**config.mk**
```make
export PLATFORM = sky130hd
export DESIGN_NAME = hti_addr
export DESIGN_NICKNAME = d
export VERILOG_FILES = /design/src/rtl/hti_pkg.sv /design/src/rtl/hti_addr.sv
export SDC_FILE = /design/constraint.sdc
export NUM_CORES = 1
export LEC_CHECK = 0
export ABC_CLOCK_PERIOD_IN_PS = 3800
export BUFFER_PORTS_ARGS = -buffer_cell sky130_fd_sc_hd__buf_2
export CAP_MARGIN = 5
export CORE_MARGIN = 2
export CORE_UTILIZATION = 35
export CTS_BUF_LIST = sky130_fd_sc_hd__clkbuf_16
export CTS_CLUSTER_DIAMETER = 120
export DETAILED_ROUTE_END_ITERATION = 10
export GPL_ROUTABILITY_DRIVEN = 0
export PLACE_DENSITY = 0.66
export SLEW_MARGIN = 20
export SYNTH_ARGS = -nofsm -noshare
export SYNTH_HDL_FRONTEND = slang
export SYNTH_SLANG_ARGS = --single-unit
```
**constraint.sdc**
```tcl
create_clock -name clk -period 3.8 [get_ports clk]
set_input_delay 0.57 -clock clk [delete_from_list [all_inputs] [get_ports clk]]
set_output_delay 0.57 -clock clk [all_outputs]
set_load 0.02 [all_outputs]
```
**src/rtl/hti_pkg.sv**
```systemverilog
// ----------------------------------------------------------------------------
// hti_pkg
// Shared widths, codes and types of the Hermite wavetable interpolator.
// ----------------------------------------------------------------------------
package hti_pkg;

  localparam int SAMPLE_BITS         = 16;
  localparam int FRAC_BITS           = 16;
  localparam int POS_BITS            = 29;
  localparam int ADDR_BITS           = 12;
  localparam int NPOINTS_BITS        = 13;
  localparam int CFG_ADDR_BITS       = 3;
  localparam int CFG_DATA_BITS       = 32;
  localparam int F_BITS              = FRAC_BITS + 1;
  // Horner partial sums stay within 22 times full scale.
  localparam int CALC_BITS           = 22;
  localparam int PROD_BITS           = CALC_BITS + F_BITS + 1;
  localparam int DEFAULT_TABLE_DEPTH = 4096;
  localparam int POINTS_RESET        = 4;
  localparam int MIN_POINTS          = 4;

  localparam logic OP_WRITE = 1'b0;
  localparam logic OP_READ  = 1'b1;

  localparam logic REG_POINTS = 1'b0;
  localparam logic REG_VALID  = 1'b1;

  typedef logic signed [SAMPLE_BITS-1:0] sample_t;

  typedef struct packed {
    logic              valid;
    logic              zero;
    logic [F_BITS-1:0] frac;
  } rd_stage_t;

endpackage

```
**src/rtl/hti_addr.sv**
```systemverilog
// ----------------------------------------------------------------------------
// hti_addr
// Input stage: clamps the read position to the usable table span and splits
// the write address into bank and row.
// ----------------------------------------------------------------------------
module hti_addr #(
  parameter  int TABLE_DEPTH = hti_pkg::DEFAULT_TABLE_DEPTH,
  localparam int AW          = $clog2(TABLE_DEPTH),
  localparam int RW          = (AW > 2) ? AW - 2 : 1
) (
  input  logic                                clk,
  input  logic                                rst,
  input  logic                                in_valid,
  input  logic                                opcode,
  input  logic [hti_pkg::ADDR_BITS-1:0]       write_address,
  input  hti_pkg::sample_t                    write_value,
  input  logic signed [hti_pkg::POS_BITS-1:0] position,
  input  logic [hti_pkg::NPOINTS_BITS-1:0]    points_in_use,
  input  logic                                table_valid,
  input  logic                                down_ready,
  output logic                                up_ready,
  output logic                                a_valid,
  output logic                                a_read,
  output logic                                a_zero,
  output logic [AW-1:0]                       a_idx,
  output logic [hti_pkg::F_BITS-1:0]          a_frac,
  output logic                                a_wr_ok,
  output logic [1:0]                          a_wr_bank,
  output logic [RW-1:0]                       a_wr_row,
  output hti_pkg::sample_t                    a_wr_value
);
  import hti_pkg::*;

  localparam int DEPTH_BITS = $clog2(TABLE_DEPTH + 1) + 1;
  localparam int IP_BITS    = POS_BITS - FRAC_BITS + 1;
  localparam int IXW        = (DEPTH_BITS > IP_BITS) ? DEPTH_BITS : IP_BITS;

  logic signed [IXW-1:0] ip;
  logic signed [IXW-1:0] npts;
  logic signed [IXW-1:0] max_idx;
  logic signed [IXW-1:0] idx_c;
  logic [F_BITS-1:0]     frac_c;
  logic [31:0]           wa_ext;
  logic                  wr_ok_c;

  assign up_ready = !a_valid || down_ready;

  always_comb begin
    ip = IXW'(signed'(position[POS_BITS-1:FRAC_BITS]));
    priority if (points_in_use < NPOINTS_BITS'(MIN_POINTS)) begin
      npts = IXW'(MIN_POINTS);
    end else if (IXW'(points_in_use) > IXW'(TABLE_DEPTH)) begin
      npts = IXW'(TABLE_DEPTH);
    end else begin
      npts = IXW'(points_in_use);
    end
    max_idx = npts - IXW'(3);
    // Below the first full neighborhood the read sits on entry one; past the
    // end it lands exactly on the third neighbor.
    priority if (ip < IXW'(1)) begin
      idx_c  = IXW'(1);
      frac_c = '0;
    end else if (ip > max_idx) begin
      idx_c  = max_idx;
      frac_c = {1'b1, {FRAC_BITS{1'b0}}};
    end else begin
      idx_c  = ip;
      frac_c = {1'b0, position[FRAC_BITS-1:0]};
    end
    wa_ext  = 32'(write_address);
    wr_ok_c = wa_ext < 32'(TABLE_DEPTH);
  end

  always_ff @(posedge clk) begin
    if (rst) begin
      a_valid <= 1'b0;
    end else if (up_ready) begin
      a_valid <= in_valid;
    end
  end

  always_ff @(posedge clk) begin
    if (up_ready) begin
      a_read     <= (opcode == OP_READ);
      a_zero     <= !table_valid;
      a_idx      <= idx_c[AW-1:0];
      a_frac     <= frac_c;
      a_wr_ok    <= wr_ok_c;
      a_wr_bank  <= write_address[1:0];
      a_wr_row   <= wa_ext[RW+1:2];
      a_wr_value <= write_value;
    end
  end

  a_idx_in_span: assert property (@(posedge clk) disable iff (rst)
    a_valid && a_read |-> (a_idx >= AW'(1)) && (32'(a_idx) <= 32'(TABLE_DEPTH - 3)))
    else $error("clamped read index left the usable table span");

  a_hold_on_stall: assert property (@(posedge clk) disable iff (rst)
    a_valid && !down_ready |=> a_valid && $stable(a_idx) && $stable(a_frac))
    else $error("input stage changed while held");

endmodule

```
After elaboration in Yosys (flattened, before gate mapping)
Index checks and enable logic that the tools add are counted.
Operators by class
  add/subtract/negate cells: 1
  order comparisons: 4
  multiplexer cells: 4
  reductions and logical operators: 4
Operator list (number)
  17-bit two-way mux: 1
  13-bit by 14-bit > comparator with 1-bit output: 1
  14-bit two-way mux: 1
  14-bit by 3-bit subtractor with 14-bit output, second input constant: 1
  13-bit > comparator, second input constant: 1
  13-bit by 2-bit less-than comparator with 1-bit output, second input constant: 1
  13-bit by 3-bit less-than comparator with 1-bit output, second input constant: 1
  13-bit two-way mux: 1
  12-bit two-way mux: 1
  1-bit zero test: 2
  2-bit OR reduction: 1
  1-bit logical OR: 1
Word-level totals
  flip-flop bits (word level): 60
  input port bits: 76
  output and inout bits: 62
  logic and storage cells: 22

Longest topological paths before layout
  depth in word-level cells: 6
  depth in mapped cells: 18
  mapped depth without buffers: 16

Worst setup path before layout
OpenSTA, ideal clock, no wires.
  path kind: input -> register
  start point: input points_in_use[7] (netlist bit)
  end point: register a_idx[2], data pin
  setup time: 0.262 ns
  data arrival time: 3.715 ns
  required time: 3.538 ns
  setup slack: -0.177 ns
  stages: 16
  buffers on the path: 1
  cell sequence: nor3_1 > and4_1 > nor2_1 > and2_1 > ha_1 > a41oi_1 > nand3_1 > a32oi_1 > ha_1 > nor2_1 > a311o_1 > a21oi_1 > o221ai_2 > a22oi_2 > buf_6 > mux2_1
Between the ends
  longest elaborated chain between the ends: 6
  elaborated cells between the ends (all ways): 7
  those cells by class: add/sub: 1; order compare: 3; mux: 3
Ends and longest elaborated chain
  start, declared: line hti_addr.sv:18  | input logic [hti_pkg::NPOINTS_BITS-1:0] points_in_use,
  13-bit > comparator: line hti_addr.sv:52  | end else if (IXW'(points_in_use) > IXW'(TABLE_DEPTH)) begin
  13-bit two-way mux: line hti_addr.sv:52
  14-bit two-way mux (*): line hti_addr.sv:50  | priority if (points_in_use < NPOINTS_BITS'(MIN_POINTS)) begin
  14-bit by 3-bit subtractor with 14-bit output (*): line hti_addr.sv:57  | max_idx = npts - IXW'(3);
  13-bit by 14-bit > comparator with 1-bit output: line hti_addr.sv:63  | end else if (ip > max_idx) begin
  12-bit two-way mux (*): line hti_addr.sv:63
  end signal, assigned: line hti_addr.sv:86  | a_idx <= idx_c[AW-1:0];
  end, declared: line hti_addr.sv:25  | output logic [AW-1:0] a_idx,
Every way passes the cells marked *; elsewhere a longest branch is shown, timed or not.
A chain may end at the register's enable or synchronous reset.

Worst setup path in the final report
  start point: input points_in_use[2] (netlist bit)
  end point: register a_idx[2], data pin
The elaborated chain is that of the path after synthesis.

==> run metrics <==
status complete, no violations; mux cell area share after synthesis under 10%; vias per cell 4.96; number of synthesized flops with an enable pin 59; DR WL/cell between 15 and 20 um; worst-path maximum fanout 4; post-DP HPWL ~6200 um; simple-gate share of the synthesized area 18.3%; Pwr Density approximately 460 nW/um2; prevailing post-synth register cell edfxtp_1; layout cells sized above 1 53.8%; worst hold stages 2; H-Tree Depth 3; fillers 764; RSZ-0062 raised after global routing false; CP endpoint kind flop; post-synthesis cell area roughly 3100 um2; Nets 496; area grow syn2layout 46.8%; Util after Layout 52.5%; Die Wd 98.1 um; pin count of the biggest net entering global routing 33; Syn Area/Cell 13.5 um2; Slew Limit Fails 0; # IOs 138; WHS 415 ps; CTS Sinks 60; GRT Util Overall 16.2%; CP required 3860 ps; XOR/XNOR Fraction of Synth Area 0.847%; CTS Root Cell clkbuf_16; Detail Route Antenna Nets 0; Seq cells post-synth 60; type of the worst min-delay path in2reg; worst setup path class in2reg; dpl ws -289 ps; compound-cell area share of the yosys netlist 10.3%; cts hold-fix bufs 0; FFs w/ async S/R, synth 0%; post-synthesis sequential area ratio a little under 60%; DIE AREA 9630 um2; die height 98.1 um; Ys Warns 0; MaxCap Viol Count 0; most frequent cells in the layout 136 x buf_2, 59 x edfxtp_1, 32 x buf_4; skew final 2.23 ps; Core Box Area 8680 um2; Critical Path Source Type primary input; Worst Tran Pin Value just over 700 ps; First-pass DRT Iterations 4; DR iter-0 viols 134; Port Buffers roughly 140; Skew-Pair Late Insertion Delay 310 ps; fin crit period about 3600 ps; diode count 0; CTS tree built; std cell rows 34; cells after synthesis 230; Max Freq around 280 MHz; LEAKAGE roughly 2.1 nW; Final period util 94.4%; CP arrival 3650 ps; CTS clk-pin slew, worst paths 50 ps; maximum clock insertion buffer count 2; DRC violations left 0; worst setup margin 214 ps; Peak supply drop 0.000247 V; post-route design area 4550 um2; DP Area 4140 um2; most common cell after layout, fill and taps aside buf_2; Hold Violations, Final 0; first-pass GRT wire length between 10000 and 15000 um; largest family of logic cells by synthesized area simple AND/OR/NAND/NOR gates; total wire length 8080 um; grt total ovfl 0; Setup violations, final 0; Slew headroom between 50% and 60%; total number of vias 2574; post-synthesis adder-cell area fraction 5.65%; count of different cell masters after synthesis 52; Num CTS Buffers 9; initial antenna violation count 0; worst r2r path cells 2; Starting Density a little over a third; vias in the first global route 2457
==> where the power goes <==
group / switching, mW / leakage (nW) / internal [mW]
clock: 0.270 / 0.163 / 0.637
combinational: 0.215 / 1.26 / 0.157
sequential: 0.0135 / 0.644 / 0.790
==> final timing paths <==
path / endpoint / slack [ps] / start
setup reg to reg: a_idx[8]$_SDFFCE_PP0P_ / 2110 / a_valid$_SDFFE_PP0P_
hold / removal: a_valid$_SDFFE_PP0P_ / 410 / rst
hold reg to reg: a_wr_row[5]$_DFFE_PP_ / 1080 / a_valid$_SDFFE_PP0P_
setup / recovery: a_idx[2]$_SDFFCE_PP0P_ / 210 / points_in_use[2]
==> cells by family after synthesis <==
family,after synthesis
buffers and inverters,15
XOR/XNOR,3
other,1
AO/OA/AOI/OAI,38
AND/OR/NAND/NOR,87
multiplexers,12
flip-flops,60
adder cells (fa/ha/maj),14
==> synth_stat cells (all sizes together), types with 2 or more instances <==
| cell type | instances | share of area [%] |
|---|---|---|
| xnor2 | 2 | 0.56 |
| a211o | 2 | 0.56 |
| a31oi | 3 | 0.61 |
| nor2 | 14 | 1.7 |
| a32oi | 3 | 0.85 |
| o21ai | 5 | 0.81 |
| o21a | 2 | 0.48 |
| clkbuf | 4 | 0.48 |
| edfxtp | 59 | 57 |
| nand4 | 2 | 0.40 |
| a21oi | 5 | 0.81 |
| and4 | 3 | 0.85 |
| or3 | 3 | 0.61 |
| a21o | 3 | 0.73 |
| nor3 | 5 | 0.81 |
| nor3b | 16 | 6.5 |
| nand2b | 11 | 2.2 |
| nor2b | 2 | 0.40 |
| o41ai | 2 | 0.81 |
| mux2i | 10 | 3.2 |
| ha | 14 | 5.6 |
| and2 | 2 | 0.40 |
| mux2 | 2 | 0.85 |
| nand2 | 17 | 2.1 |
| nor4 | 4 | 0.81 |
| nand3 | 5 | 0.81 |
| buf | 4 | 1.6 |
| inv | 7 | 0.85 |
==> layout make-up <==
type	count	area (um2)	share of cell area [%]
Clock buffer	9	225	4.95
Clock inverter	7	115	2.53
Inverter	7	26.3	0.577
Multi-Input combinational cell	156	1270	27.9
Sequential cell	60	1790	39.3
Tap cell	108	135	2.97
Timing Repair Buffer	172	988	21.7
==> per-layer routing <==
layer / GRT usage (%) / vias to the layer above / routed length (um)
li1: - / 1244 / -
met1: 19.2 / 1215 / 3280
met2: 28.6 / 107 / 4060
met3: 4.65 / 8 / 640
met4: 5.16 / 0 / 97
met5: 0 / - / 0
==> worst max-delay path: stages <==
cell      delay [ps]
buf_2            120
or3_1            410
o41ai_2          570
buf_4            210
nand4_1           90
o311ai_1         150
ha_1             320
o21a_1           170
o21ai_1          160
a31oi_1           80
o221ai_2         210
a22oi_2          120
buf_6            160
mux2_1           300
==> timing repair <==
action                     CTS  global route
setup endpoints to repair    0            28
setup buffers                0             3
resized for setup            0             8
==> flip-flops by register name, indices dropped and copies added (netlist names) <==
| register | count |
|---|---|
| a_read | 1 |
| a_wr_row | 10 |
| a_zero | 1 |
| a_wr_value | 16 |
| a_wr_bank | 2 |
| a_valid | 1 |
| a_idx | 12 |
| a_frac | 17 |
==> through the flow <==
step	TNS (ps)	total power [mW]	std cells
after floorplan	0	1.02	231
after global placement	-5280	1.17	499
after detailed placement	-6010	1.18	499
after CTS	0	2.09	515
after global routing	0	2.16	519
final	0	2.08	519
Note: power is estimated with default switching activity, not from simulation.
