### config.mk
export PLATFORM = sky130hd
export DESIGN_NAME = hti_poly
export DESIGN_NICKNAME = d
export VERILOG_FILES = /design/src/rtl/hti_pkg.sv /design/src/rtl/hti_poly.sv
export SDC_FILE = /design/constraint.sdc
export NUM_CORES = 2
export LEC_CHECK = 0
export BUFFER_PORTS_ARGS = -buffer_cell sky130_fd_sc_hd__buf_4
export CAP_MARGIN = 20
export CORE_ASPECT_RATIO = 1.25
export CORE_UTILIZATION = 40
export DETAILED_ROUTE_END_ITERATION = 7
export GPL_TIMING_DRIVEN = 0
export HOLD_SLACK_MARGIN = 0.12
export PLACE_DENSITY = 0.6
export SLEW_MARGIN = 20
export SYNTH_ARGS = -nofsm -noshare
export SYNTH_HDL_FRONTEND = slang
export SYNTH_SLANG_ARGS = --single-unit
### constraint.sdc
create_clock -name clk -period 7.6 [get_ports clk]
set_clock_uncertainty 0.15 [all_clocks]
set_input_delay 0.38 -clock clk [delete_from_list [all_inputs] [get_ports clk]]
set_output_delay 0.38 -clock clk [all_outputs]
set_load 0.03 [all_outputs]
### src/rtl/hti_pkg.sv
// ----------------------------------------------------------------------------
// hti_pkg
// Shared widths, codes and types of the Hermite wavetable interpolator.
// ----------------------------------------------------------------------------
package hti_pkg;

  localparam int SAMPLE_BITS         = 16;
  localparam int FRAC_BITS           = 16;
  localparam int POS_BITS            = 29;
  localparam int ADDR_BITS           = 12;
  localparam int NPOINTS_BITS        = 13;
  localparam int CFG_ADDR_BITS       = 3;
  localparam int CFG_DATA_BITS       = 32;
  localparam int F_BITS              = FRAC_BITS + 1;
  // Horner partial sums stay within 22 times full scale.
  localparam int CALC_BITS           = 22;
  localparam int PROD_BITS           = CALC_BITS + F_BITS + 1;
  localparam int DEFAULT_TABLE_DEPTH = 4096;
  localparam int POINTS_RESET        = 4;
  localparam int MIN_POINTS          = 4;

  localparam logic OP_WRITE = 1'b0;
  localparam logic OP_READ  = 1'b1;

  localparam logic REG_POINTS = 1'b0;
  localparam logic REG_VALID  = 1'b1;

  typedef logic signed [SAMPLE_BITS-1:0] sample_t;

  typedef struct packed {
    logic              valid;
    logic              zero;
    logic [F_BITS-1:0] frac;
  } rd_stage_t;

endpackage

### src/rtl/hti_poly.sv
// ----------------------------------------------------------------------------
// hti_poly
// Coefficient stage and three Horner stages, one multiplier each, ending in
// the saturating output register.
// ----------------------------------------------------------------------------
module hti_poly (
  input  logic                                 clk,
  input  logic                                 rst,
  input  hti_pkg::rd_stage_t                   b_stage,
  input  logic [3:0][hti_pkg::SAMPLE_BITS-1:0] b_samples,
  input  logic                                 stall,
  output logic                                 up_ready,
  output logic                                 out_valid,
  output hti_pkg::sample_t                     sample_out
);
  import hti_pkg::*;

  typedef logic signed [CALC_BITS-1:0] calc_t;
  typedef logic signed [PROD_BITS-1:0] prod_t;
  typedef logic signed [F_BITS:0]      frac_s_t;

  localparam calc_t SMAX = calc_t'((2 ** (SAMPLE_BITS - 1)) - 1);
  localparam calc_t SMIN = calc_t'(-(2 ** (SAMPLE_BITS - 1)));

  logic ready_d;
  logic ready_e;
  logic ready_f;

  // Coefficient stage.
  logic              c_valid;
  logic              c_zero;
  logic [F_BITS-1:0] c_frac;
  sample_t           c_b;
  calc_t             c_a1;
  calc_t             c_a2;
  calc_t             c_a3;
  calc_t             sa;
  calc_t             sb;
  calc_t             sc;
  calc_t             sd;

  // First and second Horner steps.
  logic              d_valid;
  logic              d_zero;
  logic [F_BITS-1:0] d_frac;
  sample_t           d_b;
  calc_t             d_a1;
  calc_t             d_t;
  logic              e_valid;
  logic              e_zero;
  logic [F_BITS-1:0] e_frac;
  sample_t           e_b;
  calc_t             e_t;

  prod_t prod_d;
  prod_t prod_e;
  prod_t prod_f;
  calc_t t3;
  calc_t r;
  sample_t r_sat;

  assign ready_f  = !out_valid || !stall;
  assign ready_e  = !e_valid || ready_f;
  assign ready_d  = !d_valid || ready_e;
  assign up_ready = !c_valid || ready_d;

  always_comb begin
    sa = calc_t'(signed'(b_samples[0]));
    sb = calc_t'(signed'(b_samples[1]));
    sc = calc_t'(signed'(b_samples[2]));
    sd = calc_t'(signed'(b_samples[3]));
  end

  always_comb begin
    prod_d = c_a3 * frac_s_t'({1'b0, c_frac});
    prod_e = d_t * frac_s_t'({1'b0, d_frac});
    prod_f = e_t * frac_s_t'({1'b0, e_frac});
    t3     = calc_t'(prod_f >>> FRAC_BITS);
    r      = calc_t'(e_b) + (t3 >>> 1);
    priority if (e_zero) begin
      r_sat = '0;
    end else if (r > SMAX) begin
      r_sat = SAMPLE_BITS'(SMAX);
    end else if (r < SMIN) begin
      r_sat = SAMPLE_BITS'(SMIN);
    end else begin
      r_sat = SAMPLE_BITS'(r);
    end
  end

  always_ff @(posedge clk) begin
    if (rst) begin
      c_valid   <= 1'b0;
      d_valid   <= 1'b0;
      e_valid   <= 1'b0;
      out_valid <= 1'b0;
    end else begin
      if (up_ready) begin
        c_valid <= b_stage.valid;
      end
      if (ready_d) begin
        d_valid <= c_valid;
      end
      if (ready_e) begin
        e_valid <= d_valid;
      end
      if (ready_f) begin
        out_valid <= e_valid;
      end
    end
  end

  always_ff @(posedge clk) begin
    if (up_ready) begin
      c_zero <= b_stage.zero;
      c_frac <= b_stage.frac;
      c_b    <= sample_t'(b_samples[1]);
      c_a1   <= sc - sa;
      c_a2   <= (sa <<< 1) - ((sb <<< 2) + sb) + (sc <<< 2) - sd;
      c_a3   <= sd - sa + ((sb <<< 1) + sb) - ((sc <<< 1) + sc);
    end
    if (ready_d) begin
      d_zero <= c_zero;
      d_frac <= c_frac;
      d_b    <= c_b;
      d_a1   <= c_a1;
      d_t    <= calc_t'(prod_d >>> FRAC_BITS) + c_a2;
    end
    if (ready_e) begin
      e_zero <= d_zero;
      e_frac <= d_frac;
      e_b    <= d_b;
      e_t    <= calc_t'(prod_e >>> FRAC_BITS) + d_a1;
    end
    if (ready_f) begin
      sample_out <= r_sat;
    end
  end

  e_hold_on_stall: assert property (@(posedge clk) disable iff (rst)
    e_valid && !ready_f |=> e_valid && $stable(e_t) && $stable(e_b))
    else $error("last Horner stage changed while the output was held");

  zero_when_detached: assert property (@(posedge clk) disable iff (rst)
    ready_f && e_valid && e_zero |=> out_valid && (sample_out == '0))
    else $error("read without an attached table gave a nonzero sample");

  d_hold_on_stall: assert property (@(posedge clk) disable iff (rst)
    d_valid && !ready_e |=> d_valid && $stable(d_t))
    else $error("first Horner stage changed while held");

endmodule

**Word-level counts from Yosys, hierarchy flattened**

Cells that the tools add are included.

- $add $sub $neg: 13
- $mul: 3
- $lt $le $gt $ge: 2
- Multiplexer cells: 2
- Reductions and logical operators: 10

Operators with widths:

| kind | count |
|---|---|
| multiplier 22 x 18 -> 38 bit | 2 |
| adder 22 bit | 2 |
| multiplier 20 x 18 -> 38 bit | 1 |
| adder 17 x 16 -> 18 bit | 2 |
| subtractor 16 x 16 -> 17 bit | 2 |
| adder 16 x 21 -> 22 bit | 1 |
| greater-than comparator 22 x 16 -> 1 bit, second input constant | 1 |
| < comparator 22 x 16 -> 1 bit, second input constant | 1 |
| subtractor 21 x 16 -> 22 bit | 1 |
| adder 20 x 18 -> 21 bit | 1 |
| subtractor 17 x 19 -> 20 bit | 1 |
| subtractor 19 x 18 -> 20 bit | 1 |
| adder 17 x 18 -> 19 bit | 1 |
| adder 18 x 16 -> 19 bit | 1 |
| two-way mux 16 bit | 1 |
| two-way mux 15 bit | 1 |
| zero test 1 bit | 5 |
| logical OR 1 bit | 4 |
| OR reduction 2 bit | 1 |

- Register bits after elaboration: 252
- Bits of input ports: 86
- Word-level logic and storage cells: 51

**Logic depth before layout (Yosys ltp)**

- Depth after elaboration: 5
- Gate-level depth with buffers: 37
- Depth with buffers taken out: 35

**Worst setup path after synthesis**

Ideal clock, no wire load.

- Kind: register to register
- From: register e_t[11]
- To: register sample_out[0] (data pin)
- Library setup time: 0.129 ns
- Arrival time: 7.904 ns
- Data required time: 7.321 ns
- Setup slack: -0.583 ns
- Stages on the path, launching flop included: 35
- Path buffers: 2
- Clock period less this slack: 8.183 ns
- Cell sequence: edfxtp_1 > clkbuf_1 > and2_1 > fa_1 > inv_1 > fa_1 > fa_1 > inv_1 > fa_1 > fa_1 > inv_1 > fa_1 > inv_1 > ha_1 > a21o_1 > a21o_1 > a21o_1 > a21o_1 > a21o_1 > a22o_1 > a21o_1 > o21a_1 > nor2_1 > xnor2_1 > ha_1 > nand2_1 > nor2_1 > a211oi_1 > o31ai_4 > a31o_4 > a32o_1 > a21o_2 > a31oi_4 > buf_6 > a21o_1

- Longest elaborated chain between the ends: 5

RTL lines:

| item | RTL line | source |
|---|---|---|
| start, declared | hti_poly.sv:53 | `calc_t e_t;` |
| start signal, assigned | hti_poly.sv:133 | `e_t <= calc_t'(prod_e >>> FRAC_BITS) + d_a1;` |
| multiplier 22 x 18 -> 38 bit (*) | hti_poly.sv:77 | `prod_f = e_t * frac_s_t'({1'b0, e_frac});` |
| adder 16 x 21 -> 22 bit (*) | hti_poly.sv:79 | `r = calc_t'(e_b) + (t3 >>> 1);` |
| < comparator 22 x 16 -> 1 bit | hti_poly.sv:84 | `end else if (r < SMIN) begin` |
| two-way mux 16 bit | hti_poly.sv:84 |  |
| two-way mux 15 bit (*) | hti_poly.sv:82 | `end else if (r > SMAX) begin` |
| end signal, assigned | hti_poly.sv:136 | `sample_out <= r_sat;` |
| end, declared | hti_poly.sv:14 | `output hti_pkg::sample_t sample_out` |

Every way passes the cells marked *; elsewhere a longest branch is shown, timed or not.
A chain may end at the register's enable or synchronous reset.

**Worst setup path after layout**

- From: register e_t[17]
- To: register sample_out[7] (data pin)

The elaborated chain is that of the path after synthesis.

==> impl_metrics.yaml <==
floorplanning:
  rows: 148
  pin_count: 104
  die_h_microns: 408.1
  core_area_sq_mm: 0.1306
  die_w_microns: 326.8
  die_area_sq_mm: 0.1334
  start_util: 0.4041
critical_path:
  r2r-start: "e_t[17]"
  crit_type: "reg2reg"
  path_max_fanout: 10
  critPathMaxStageDelay_ns: 0.55
  critPathTopFamily: "adder cells"
  endpoint: "sample_out[7]"
  slowest_stage: "fa_1"
  startpoint: "e_t[17]"
  end_kind: "flip-flop"
  path_depth: 31
  start_kind: "flip-flop"
  crit_top_cell: "fa_1"
  r2r_slack_ns: -1.12
  crit_buf_inv: 7
  crit_required_ns: 7.82
  worstPathArrival_ns: 8.94
  reg2reg_depth: 31
  reg2reg_to: "sample_out[7]"
global_route:
  grt_pass1_wl_mm: 226.6
  grt_max_degree: 58
  first_global_vias: 40600
  grt_util_met2: 0.4054
  gr-usage-met3: 0.01865
  grt_busiest_layer: "met2"
  grtUsageMet1: 0.2553
  grt_use_total: 0.2211
  grt-ovfl-total: 0
  antenna_found_initial: 1
clock_network:
  numCtsBuffers: 29
  clock-sinks: 242
  cts_tree: "done"
  cts-root-buf: "clkbuf_16"
  cts.clk_slew.worst_paths_ns: 0.07
  clk_path_buf_depth: 3
  clk_latency_ns: 0.62
  htreeDepth: 1
drt:
  drt_wl_total_mm: 143.1
  drc: 0
  drt_iter0_drc: 1633
  vias_per_cell: 4.888
  vias: 36400
  wire_per_inst_microns: 19.22
  ant_nets: 0
  dr.pass1.iters: 5
timing:
  hold_viol_final: 0
  fin_crit_sh: 1.148
  clock.fmax_mhz: 114.6
  period_minus_slack_ns: 8.724
  slew_viol_final: 0
  layout_setup_ws_ns: -1.124
  final.setup.tns_ns: -23.48
  setup_viol_count_final: 33
  rsz0062_at_grt: "yes"
  relSlewSlack: 0.4028
  worst_pin_slew_ns: 0.8932
yosys:
  netlist_area_sq_mm: 0.05276
  synth_edf_count: 238
  synth_fp_nets: 6989
  seq_area_frac_synth: 0.1370
  avgSynthCellArea_sq_um: 9.925
  synth_flop_cell: "edfxtp_1"
  synth_cell_type_count: 77
  synthCells: 5316
  synthArstFlopShare: 0
  yosysWarningCount: 0
  synth.ff_latch_count: 242
cells_and_area:
  final_nets: 7375
  regArea_sq_mm: 0.007227
  fillCellCount: 12290
  multiInputGateArea_sq_mm: 0.04128
  layout-drive-gt1-share: 0.1357
  area_growth_pct: 15.47
job:
  drv_cap: 0
place:
  dp_hpwl_mm: 120.1
  gp_congestion: 0.9437
  io_buffers: 103
  pre_cts_ws_ns: -1.816
status:
  violations: "negative setup slack"
  status: "finished with violations"
worst_hold_path:
  hold_class: "in2reg"
state kept, by name, summed over array words and instances, names as in the netlist, 16 cells and up:
signal and cells:
c_a2 22, d_t 22, e_t 22, c_a3 20
c_a1 17, c_frac 17, d_a1 17, d_frac 17
e_frac 17, c_b 16, d_b 16, e_b 16
sample_out 16
worst register-to-register path, delay by kind of cell (launching register included):
family,cells,cell delay (ns)
AO/OA/AOI/OAI,13,2.33
adder cells (fa/ha/maj),8,3.67
XOR/XNOR,1,0.25
flip-flops,1,0.54
buffers and inverters,7,1.12
AND/OR/NAND/NOR,2,0.42
how the worst min path moves through the flow:
| stage | start | end | slack, ns | depth (start not counted) |
|---|---|---|---|---|
| after floorplan | c_a1[0] | d_a1[0] | 0.25 | 0 |
| after detailed placement | c_a1[7] | d_a1[7] | 0.25 | 0 |
| final | b_samples[48] | c_a2[0] | 0.17 | 3 |
| after global routing | b_samples[48] | c_a2[0] | 0.20 | 3 |
| after global placement | c_b[5] | d_b[5] | 0.25 | 0 |
| after CTS | b_samples[48] | c_a2[0] | 0.14 | 3 |
cell type report:
| cell class | count | share of cell area |
|---|---|---|
| Sequential cell | 242 | 0.1186 |
| Inverter | 1344 | 0.08284 |
| Tap cell | 1725 | 0.03543 |
| Multi-Input combinational cell | 3560 | 0.6775 |
| Timing Repair Buffer | 357 | 0.04964 |
| Antenna cell | 2 | 0.00008215 |
| Clock buffer | 31 | 0.01203 |
| Buffer | 168 | 0.02064 |
| Clock inverter | 18 | 0.003204 |
timing repair:
action / CTS / global route
hold buffers: 39 / 0
pin swaps: 107 / 127
endpoints found under the setup margin: 45 / 41
hold endpoints to repair: 40 / 0
gates resized for setup: 309 / 195
setup buffers: 148 / 66
cloned: 2 / 0
cell families (layout without fill, tap and decap cells):
logic type | after synthesis | in the layout | synth area share
flops | 242 | 242 | 0.1370
compound gates | 381 | 381 | 0.04895
other cells | 0 | 2 | 0
mux | 1 | 1 | 0.0001897
xor+xnor | 186 | 186 | 0.03088
buf+inv | 1514 | 1918 | 0.1085
simple gates | 1405 | 1405 | 0.1315
fa+ha+maj | 1587 | 1587 | 0.5430
per-stage QoR:
step           cell area (sq um)  hold WS (ns)  utilization  std cells
6_report                   60930        0.1741       0.4667       7447
5_1_grt                    60920        0.1963       0.4667       7446
4_1_cts                    59930        0.1395       0.4591       7384
3_5_place_dp               56230        0.2545       0.4307       7147
3_3_place_gp               56140        0.2515       0.4300       7144
2_1_floorplan              53200        0.2503            -       5316
cell usage after synthesis, types with 7 or more instances:
library cell	count	share of area
clkbuf_1	167	0.012
nor2b_1	20	0.0024
o21ai_0	53	0.0050
nor3_1	29	0.0028
edfxtp_1	238	0.14
o21ai_1	9	0.00085
fa_1	1171	0.44
and3_1	14	0.0017
ha_1	416	0.099
a21o_1	71	0.010
or3_1	9	0.0011
xnor2_1	133	0.022
xor2_1	53	0.0088
inv_1	1344	0.096
nand2b_1	14	0.0017
o21bai_1	16	0.0023
a31oi_1	10	0.0012
nand2_1	622	0.044
a21oi_1	106	0.010
nor2_1	113	0.0080
or2_2	7	0.00083
a211oi_1	18	0.0026
nand3_1	25	0.0024
and2_1	521	0.062
o21a_1	27	0.0038
o31a_1	8	0.0013
cells in the final DEF, fill, tap and decap left out, drive strengths merged, types with 4 or more instances in the layout:
cell	n
nand2	622
buf	348
xnor2	133
o21bai	16
nand3	25
and2	521
nor3b	4
a31o	4
xor2	53
o21a	27
o31ai	8
fa	1171
o41a	4
or2	7
a21o	77
and4	6
nor2	113
nor2b	20
dfxtp	4
nand4	7
and3	15
dlygate4sd3	39
or3	9
a21oi	109
a31oi	11
edfxtp	238
ha	416
inv	1348
o41ai	4
a211oi	19
clkbuf	168
o21ai	64
a21boi	7
o31a	8
nand2b	14
nor3	29
clkinv	10
metal layers:
metal	part of all wire	wire (microns)
met5	0	0
met4	0.058	8291
met1	0.38	54650
met3	0.033	4759
met2	0.53	75440
Power is not shown: default switching activity piles up to over one toggle a cycle in this logic, so the estimate is an artifact.
